### src/rtl/ptcct_pkg.sv
// Shared types, codes and field widths of the per-thread core counter table.
package ptcct_pkg;

  // Default table geometry
  localparam int NUM_CORES_DEF   = 8;
  localparam int NUM_ENTRIES_DEF = 64;

  // Field widths
  localparam int CORE_W   = 3;
  localparam int ID_W     = 22;
  localparam int DELTA_W  = 32;
  localparam int SUM_W    = 64;
  localparam int CNT32_W  = 32;
  localparam int INDEX_W  = 6;
  localparam int CORE_XW  = 7;   // holds a core number up to the largest core count

  // Stream payload widths
  localparam int IN_DATA_W  = 176;
  localparam int IN_USER_W  = 2;
  localparam int OUT_DATA_W = 352;
  localparam int OUT_USER_W = 3;

  typedef enum logic [1:0] {
    ACT_SAMPLE  = 2'd0,
    ACT_LATENCY = 2'd1,
    ACT_CLEAR   = 2'd2,
    ACT_QUERY   = 2'd3
  } action_e;

  typedef enum logic [2:0] {
    ST_UPDATED   = 3'd0,
    ST_INSERTED  = 3'd1,
    ST_FULL      = 3'd2,
    ST_NOT_FOUND = 3'd3,
    ST_CLEARED   = 3'd4
  } status_e;

  typedef enum logic [2:0] {
    RES_STATUS,
    RES_UPDATE,
    RES_LATENCY,
    RES_QUERY,
    RES_INSERT
  } res_kind_e;

  typedef enum logic [2:0] {
    S_IDLE,
    S_DISPATCH,
    S_SCAN,
    S_CMP,
    S_CELL_RD,
    S_CELL_OP,
    S_INSERT,
    S_STAT
  } fsm_e;

  // Per-entry key record
  typedef struct packed {
    logic [ID_W-1:0]   thread;
    logic [ID_W-1:0]   process;
    logic [CORE_W-1:0] core;
  } key_t;

  // Per-entry, per-core counter record
  typedef struct packed {
    logic [SUM_W-1:0]   inst;
    logic [SUM_W-1:0]   req;
    logic [SUM_W-1:0]   elapsed;
    logic [CNT32_W-1:0] samples;
    logic [SUM_W-1:0]   lat;
    logic [CNT32_W-1:0] lat_samples;
  } cell_t;

  // Controller to datapath
  typedef struct packed {
    logic      load;
    logic      scan_rd;
    logic      idx_inc;
    logic      cell_rd;
    logic      ins_wr;
    logic      clear;
    logic      post;
    res_kind_e kind;
    status_e   code;
  } ctrl_cmd_t;

  // Datapath to controller
  typedef struct packed {
    action_e act;
    logic    core_bad;
    logic    empty;
    logic    full;
    logic    hit;
    logic    last;
    logic    sweep_last;
    logic    out_free;
  } dp_stat_t;

endpackage

### src/rtl/ptcct_ctrl.sv
// Sequencer of lookup, update, insert and clear for the counter table.
module ptcct_ctrl (
  input  logic                 clk_i,
  input  logic                 rst_ni,
  input  logic                 in_valid_i,
  output logic                 in_ready_o,
  input  ptcct_pkg::dp_stat_t  stat_i,
  output ptcct_pkg::ctrl_cmd_t cmd_o
);
  import ptcct_pkg::*;

  fsm_e state_q, state_d;

  // State register
  always_ff @(posedge clk_i or negedge rst_ni) begin
    if (!rst_ni) begin
      state_q <= S_IDLE;
    end else begin
      state_q <= state_d;
    end
  end

  // Next state
  always_comb begin
    state_d = state_q;
    unique case (state_q)
      S_IDLE: begin
        if (in_valid_i) state_d = S_DISPATCH;
      end
      S_DISPATCH: begin
        if (stat_i.act == ACT_CLEAR || stat_i.core_bad) begin
          state_d = S_STAT;
        end else if (!stat_i.empty) begin
          state_d = S_SCAN;
        end else if (stat_i.act == ACT_SAMPLE && !stat_i.full) begin
          state_d = S_INSERT;
        end else begin
          state_d = S_STAT;
        end
      end
      S_SCAN: state_d = S_CMP;
      S_CMP: begin
        if (stat_i.hit) begin
          state_d = S_CELL_RD;
        end else if (!stat_i.last) begin
          state_d = S_SCAN;
        end else if (stat_i.act == ACT_SAMPLE && !stat_i.full) begin
          state_d = S_INSERT;
        end else begin
          state_d = S_STAT;
        end
      end
      S_CELL_RD: state_d = S_CELL_OP;
      S_CELL_OP: begin
        if (stat_i.out_free) state_d = S_IDLE;
      end
      S_INSERT: begin
        if (stat_i.sweep_last && stat_i.out_free) state_d = S_IDLE;
      end
      S_STAT: begin
        if (stat_i.out_free) state_d = S_IDLE;
      end
      default: state_d = S_IDLE;
    endcase
  end

  // Commands
  always_comb begin
    cmd_o      = '0;
    cmd_o.kind = RES_STATUS;
    cmd_o.code = ST_NOT_FOUND;
    in_ready_o = 1'b0;
    unique case (state_q)
      S_IDLE: begin
        in_ready_o = 1'b1;
        cmd_o.load = in_valid_i;
      end
      S_DISPATCH: ;
      S_SCAN: cmd_o.scan_rd = 1'b1;
      S_CMP: cmd_o.idx_inc = !stat_i.hit && !stat_i.last;
      S_CELL_RD: cmd_o.cell_rd = 1'b1;
      S_CELL_OP: begin
        cmd_o.post = stat_i.out_free;
        cmd_o.code = ST_UPDATED;
        priority if (stat_i.act == ACT_SAMPLE) begin
          cmd_o.kind = RES_UPDATE;
        end else if (stat_i.act == ACT_LATENCY) begin
          cmd_o.kind = RES_LATENCY;
        end else begin
          cmd_o.kind = RES_QUERY;
        end
      end
      S_INSERT: begin
        cmd_o.ins_wr = !stat_i.sweep_last || stat_i.out_free;
        cmd_o.post   = stat_i.sweep_last && stat_i.out_free;
        cmd_o.kind   = RES_INSERT;
        cmd_o.code   = ST_INSERTED;
      end
      S_STAT: begin
        cmd_o.post  = stat_i.out_free;
        cmd_o.clear = stat_i.out_free && stat_i.act == ACT_CLEAR;
        priority if (stat_i.act == ACT_CLEAR) begin
          cmd_o.code = ST_CLEARED;
        end else if (stat_i.core_bad) begin
          cmd_o.code = ST_NOT_FOUND;
        end else if (stat_i.act == ACT_SAMPLE && stat_i.full) begin
          cmd_o.code = ST_FULL;
        end else begin
          cmd_o.code = ST_NOT_FOUND;
        end
      end
      default: ;
    endcase
  end

  // Checks
  a_post_free : assert property (@(posedge clk_i) disable iff (!rst_ni)
    cmd_o.post |-> stat_i.out_free) else $error("result posted over a held result");
  a_scan_pair : assert property (@(posedge clk_i) disable iff (!rst_ni)
    state_q == S_SCAN |=> state_q == S_CMP) else $error("key compare skipped");
  a_ins_nofull : assert property (@(posedge clk_i) disable iff (!rst_ni)
    (state_q != S_INSERT && state_d == S_INSERT) |-> !stat_i.full)
    else $error("insert into a full table");
endmodule

### config.mk
export PLATFORM = sky130hd
export DESIGN_NAME = ptcct_ctrl
export DESIGN_NICKNAME = d
export VERILOG_FILES = /design/src/rtl/ptcct_pkg.sv /design/src/rtl/ptcct_ctrl.sv
export SDC_FILE = /design/constraint.sdc
export NUM_CORES = 1
export LEC_CHECK = 0
export BUFFER_PORTS_ARGS = -buffer_cell sky130_fd_sc_hd__buf_2
export CORE_AREA = 10 10 47 49
export CTS_CLUSTER_SIZE = 12
export DETAILED_ROUTE_END_ITERATION = 10
export DIE_AREA = 0 0 57 59
export MAX_ROUTING_LAYER = met4
export PLACE_DENSITY = 0.61
export SLEW_MARGIN = 10
export SYNTH_ARGS = -nofsm -noshare
export SYNTH_HDL_FRONTEND = slang
export SYNTH_SLANG_ARGS = --single-unit
### constraint.sdc
create_clock -name clk_i -period 1.3 [get_ports clk_i]
set_input_delay 0.195 -clock clk_i [delete_from_list [all_inputs] [get_ports clk_i]]
set_output_delay 0.195 -clock clk_i [all_outputs]
set_load 0.1 [all_outputs]
==> results of run 1 <==
==> metrics by stage <==
stage                     TNS, ns  worst slack [ns]  cell area (µm²)  util (%)
after floorplan             -7.49             -1.02              520         -
after global placement     -0.449            -0.108              937      66.9
after detailed placement   -0.637            -0.142              937      66.9
after CTS                   -3.23            -0.290             1040      74.0
after global routing        -4.66            -0.412             1130      80.4
final                       -3.72            -0.342             1130      80.4
==> worst max-delay path, stage by stage, from the launching register on <==
cell and delay, ns:
dfrtp_1 0.39, buf_6 0.14, nand3b_1 0.22, nor3_4 0.25, buf_12 0.20
==> layout make-up <==
class | instances | area [µm²] | share of cell area (%)
Clock buffer | 4 | 26.3 | 2.33
Tap cell | 16 | 20.0 | 1.78
Timing Repair Buffer | 52 | 568 | 50.4
Inverter | 4 | 15.0 | 1.33
Sequential cell | 3 | 77.6 | 6.88
Multi-Input combinational cell | 44 | 420 | 37.3
==> how the worst max path moves through the flow <==
| stage | from | endpoint | slack [ns] | cells past startpoint |
|---|---|---|---|---|
| 5_1_grt | state_q[2] | cmd_o[10] | -0.41 | 4 |
| 6_report | state_q[2] | cmd_o[10] | -0.34 | 4 |
| 4_1_cts | state_q[0] | cmd_o[1] | -0.29 | 4 |
| 3_5_place_dp | state_q[0] | state_q[0] | -0.14 | 4 |
| 3_3_place_gp | state_q[0] | state_q[0] | -0.11 | 4 |
| 2_1_floorplan | state_q[1] | cmd_o[1] | -1.02 | 3 |
==> routing by layer <==
layer	up-vias	wire length [µm]
met5	-	0
met4	0	42
met3	4	174
met2	36	1050
met1	309	730
li1	304	-
==> repair_timing <==
action / CTS / global route
gates cloned: 0 / 0
hold endpoints to repair: 3 / 0
buffers inserted: 5 / 5
pin swaps: 5 / 5
gates resized for setup: 10 / 9
endpoints found under the setup margin: 15 / 15
hold buffers: 1 / 0
==> cells by family (layout without fill, tap and decap cells) <==
logic type	after synthesis	after routing	synth area share (%)
buffers and inverters	9	60	10.8
flip-flops	3	3	19.6
AND/OR/NAND/NOR	28	28	39.2
AO/OA/AOI/OAI	16	16	30.4
==> cells in the final DEF (no fill, tap or decap), drive strengths merged <==
cell type and count:
a21o 1, o31ai 2, nor3b 3, clkbuf 4, nand2b 3, o21ai 2, nor3 8, a211o 1
o32a 1, o211ai 1, dlygate4sd3 1, and3 1, nor2b 2, a21boi 1, nor2 4, inv 4
a2111oi 1, a211oi 1, o22ai 1, buf 50, o21bai 1, nand2 3, dfrtp 3, a31oi 1
and2 1, a21oi 2, nand3 2, nand3b 1, dlymetal6s2s 1
==> qor.yml, run 1 <==
setup_path:
  rr_endpoint: "state_q[0]"
  critical_path.startpoint_type: "flop"
  required_ns: 1.11
  worst_setup_path_end_kind: "output port"
  timing_worst_setup_path_type: "reg2out"
  timing.critical_path.arrival_ns: 1.45
  worst-r2r-cell-count: 5
  critPathMaxFanout: 6
  reg2reg_setup_slack_ns: -0.13
  crit-reg2reg-launch: "state_q[2]"
clocking:
  clkTransAtPathRegs_ns: 0.04
  ctsHtreeMaxLevel: 1
  cts_tree: "yes"
  ctsRootBufferMaster: "clkbuf_4"
  cts-root-to-sink-buffers: 2
  worst_skew_pair.late_latency_ns: 0.24
  clock_sink_count: 3
  cts-buffers-inserted: 3
timing:
  fin_crit_sh_pct: 126
  hold_ws_ns: 0.277
  setup_viol_count_final: 15
  postLayoutSetupSlackWorst_ns: -0.342
  hold_violations: 0
  maxSlewHeadroom_pct: 72.2
  timing.fmax_ghz: 0.609
  rsz0062_at_grt: "true"
  post-route-min-period_ns: 1.64
  worst_clock_skew_ns: 0.000932
  worst-slew-pin-transition_ns: 0.413
  timing_max_transition_violations_final: 0
grt:
  maximum_number_of_pins_on_one_net_before_global_route_repair: 10
  use_met1_pct: 11.3
  grt-busiest-layer: "met2"
  grt_pass1_vias: 663
  grt_first_pass_wirelength_mm: 2.86
  gr-usage-met3_pct: 4.08
  grt_antenna_before_repair: 0
  global_route.usage.total_pct: 11.1
  globalRoute.totalOverflow: 0
  groute.layer.met2.usage_pct: 16.9
detailed_routing:
  post-route-drc-count: 0
  routed_wire_length_per_instance_um: 16.3
  via_per_inst: 5.31
  drt_iter0_drc: 28
  num_vias: 653
  detail-route-antenna-nets: 0
  drt-pass1-iter-count: 4
  overall_routed_net_length_mm: 2.00
cells_and_area:
  post_route_cells_drive_above_1_share_pct: 68.2
  largest_reg_flops: 3
  antenna_cells: 0
  num-fill-cells: 85
  regMostFlops: "state_q"
  biggestRegsByFlops: "state_q: 3 flops"
  flow.area_growth_from_synthesis_pct: 194
  num-nets-final: 120
  final_std_cells_w_o_fill: 123
outcome:
  violations: "setup timing"
  outcome: "finished, violations left"
floorplanning:
  floorplan.die.height_um: 59
  initial_util_pct: 27.3
  total_die_area_mm2: 0.00336
  die_width_um: 57
  coreArea_mm2: 0.00140
  placement_rows: 14
  ios: 26
worst_hold_path:
  worstHoldPathType: "in2async"
logic_synthesis:
  yosys.area.top_type_share_pct: 19.6
  synth-edff-count: 0
  synthCells: 56
  synthDistinctLibCells: 29
  synth.cell_area_um2: 383
  synth-main-ff-cell: "dfrtp_1"
  yosys.cell_count.top_type: "nor3_1"
  yosys_register_bits: 3
  yosys-top-cells-count: "nor3_1, inv_1, nor2_1"
  netlist_top_cells_area: "dfrtp_1, nor3_1, nor3b_1"
  yosysWarningCount: 0
  postSynthAreaPerCell_um2: 6.84
  synth_top_area_cell: "dfrtp_1"
  seq_area_frac_synth_pct: 19.6
  mappedNetlistNets: 68
  synth_async_reset_ratio_pct: 100
placed_design:
  portBuffers: 25
  placed_cells_incl_taps: 108
  gpl.final_weighted_congestion: 0.817
  hpwlAfterDp_mm: 1.27
flow_run:
  max-cap-violations: 0
Power of run 1 is not shown: default switching activity piles up to over one toggle a cycle in this logic, so the estimate is an artifact.
==> run 2, diff against run 1 <==
Settings changed: RECOVER_POWER from default to 100.
Clock period 1.3 ns to 1.5 ns, I/O delays scaled along.
==> run 2 against run 1 <==
  * The run still ends with setup timing left
  * First-iteration DRC count shrank 71%
  * Register-to-register slack gained 0.19 ns
  * Global-route usage decreased by 0.33 points
  * Critical path depth unchanged
  * Sequential cell count did not move
  * Wire length decreased by 17%
  * Hold slack gained 0.053 ns
  * Critical path type unchanged
  * Critical endpoint is now cmd_o[12]
  * Largest cell class unchanged
  * Highest routed layer unchanged
==> qor.yml, run 2 (same netlist as run 1, synthesis figures left out) <==
timing:
  maxSlewHeadroom_pct: 75.9
  postLayoutSetupSlackWorst_ns: -0.166
  setup_tns_ns: -1.11
  post-route-min-period_ns: 1.67
  rsz0062_at_grt: "true"
  worst_clock_skew_ns: 0.00273
  setup_viol_count_final: 13
  timing.fmax_ghz: 0.600
  worst-slew-pin-transition_ns: 0.358
  timing_max_transition_violations_final: 0
  hold_violations: 0
  fin_crit_sh_pct: 111
setup_path:
  cp-startpoint: "state_q[0]"
  critPathMaxFanout: 7
  crit-reg2reg-launch: "state_q[1]"
  required_ns: 1.27
  timing.critical_path.arrival_ns: 1.44
  reg2reg_setup_slack_ns: 0.06
  worst_setup_path_end_kind: "output port"
  rr_endpoint: "state_q[0]"
  worst-r2r-cell-count: 5
  timing_worst_setup_path_type: "reg2out"
  critical_path.startpoint_type: "flop"
worst_hold_path:
  worstHoldPathType: "in2async"
placed_design:
  portBuffers: 25
  gpl.final_weighted_congestion: 0.757
  postPlaceCellArea_um2: 885
  place_ws_ns: 0.0303
  hpwlAfterDp_mm: 1.22
cells_and_area:
  post_route_cells_drive_above_1_share_pct: 64.3
  antenna_cells: 0
  regMostFlops: "state_q"
  finish.utilization_pct: 74.7
  layout.cells.most_common: "buf_4"
  num-nets-final: 111
  finalInstanceArea_mm2: 0.00105
  flow.area_growth_from_synthesis_pct: 174
  num-fill-cells: 108
  mostFrequentLayoutCells: "buf_4, buf_12, buf_2"
  largest_reg_flops: 3
  biggestRegsByFlops: "state_q: 3 flops"
detailed_routing:
  detail-route-antenna-nets: 0
  overall_routed_net_length_mm: 1.66
  routed_wire_length_per_instance_um: 14.6
  num_vias: 598
  post-route-drc-count: 0
  drt_iter0_drc: 8
  via_per_inst: 5.25
  drt-pass1-iter-count: 4
floorplanning:
  initial_util_pct: 27.3
  floorplan.die.height_um: 59
  die_width_um: 57
  ios: 26
  placement_rows: 14
  coreArea_mm2: 0.00140
  total_die_area_mm2: 0.00336
grt:
  maximum_number_of_pins_on_one_net_before_global_route_repair: 11
  grt_pass1_vias: 649
  grt_first_pass_wirelength_mm: 2.89
  globalRoute.totalOverflow: 0
  grt_antenna_before_repair: 0
  global_route.usage.total_pct: 10.8
clocking:
  worst_skew_pair.late_latency_ns: 0.24
  clock_sink_count: 3
  clkTransAtPathRegs_ns: 0.04
  ctsRootBufferMaster: "clkbuf_4"
  cts-buffers-inserted: 3
  cts_tree: "yes"
  cts-root-to-sink-buffers: 2
  ctsHtreeMaxLevel: 1
outcome:
  outcome: "finished, violations left"
  violations: "setup timing"
flow_run:
  max-cap-violations: 0
run 2: changes by cell type in the layout (fill, tap and decap cells not counted), sizes merged:
cell	delta
buf	-10
clkbuf	+2
dlymetal6s2s	-1
run 2: critical path, stage by stage (launching register included):
cell and delay [ns]:
dfrtp_4 0.51, buf_4 0.16, nor3_4 0.18, and2_4 0.18, buf_12 0.16
run 2: per-stage QoR:
step	hold slack, ns	std cells
floorplan	-0.0706	56
global placement	0.0237	101
detailed placement	0.0246	101
CTS	0.314	113
global route	0.345	114
finish	0.331	114
run 2: how the worst max path moves through the flow:
stage	slack, ns	cells past startpoint	endpoint
2_1_floorplan	-0.85	3	cmd_o[1]
3_3_place_gp	0.05	4	cmd_o[2]
3_5_place_dp	0.03	4	cmd_o[2]
4_1_cts	-0.14	3	cmd_o[1]
5_1_grt	-0.23	4	cmd_o[10]
6_report	-0.17	4	cmd_o[12]
run 2: layout make-up:
type                    count  area (µm²)  share of cell area, %
multi-input cells          44         418                   39.9
well taps                  16        20.0                   1.91
clock buffers               4        26.3                   2.51
repair buffers             43         488                   46.6
flip-flops and latches      3        80.1                   7.65
inverters                   4        15.0                   1.43
run 2: metal layers:
metal  share of wire (%)  routed length [µm]  track usage [%]  vias up
met2                  52                 855             18.3       28
li1                    -                   -                -      290
met3                  11                 181             5.15        2
met1                  36                 604             9.90      278
met4                 1.1                  19             5.70        0
met5                   0                   0                -        -
run 2: repair_timing:
| item | CTS | global route |
|---|---|---|
| setup buffers | 7 | 1 |
| endpoints found under the setup margin | 14 | 15 |
| hold buffers | 1 | 0 |
| endpoints found under the hold margin | 3 | 0 |
| pin swaps | 3 | 3 |
| resized for setup | 10 | 5 |
Power of run 2 is left out for the same reason.
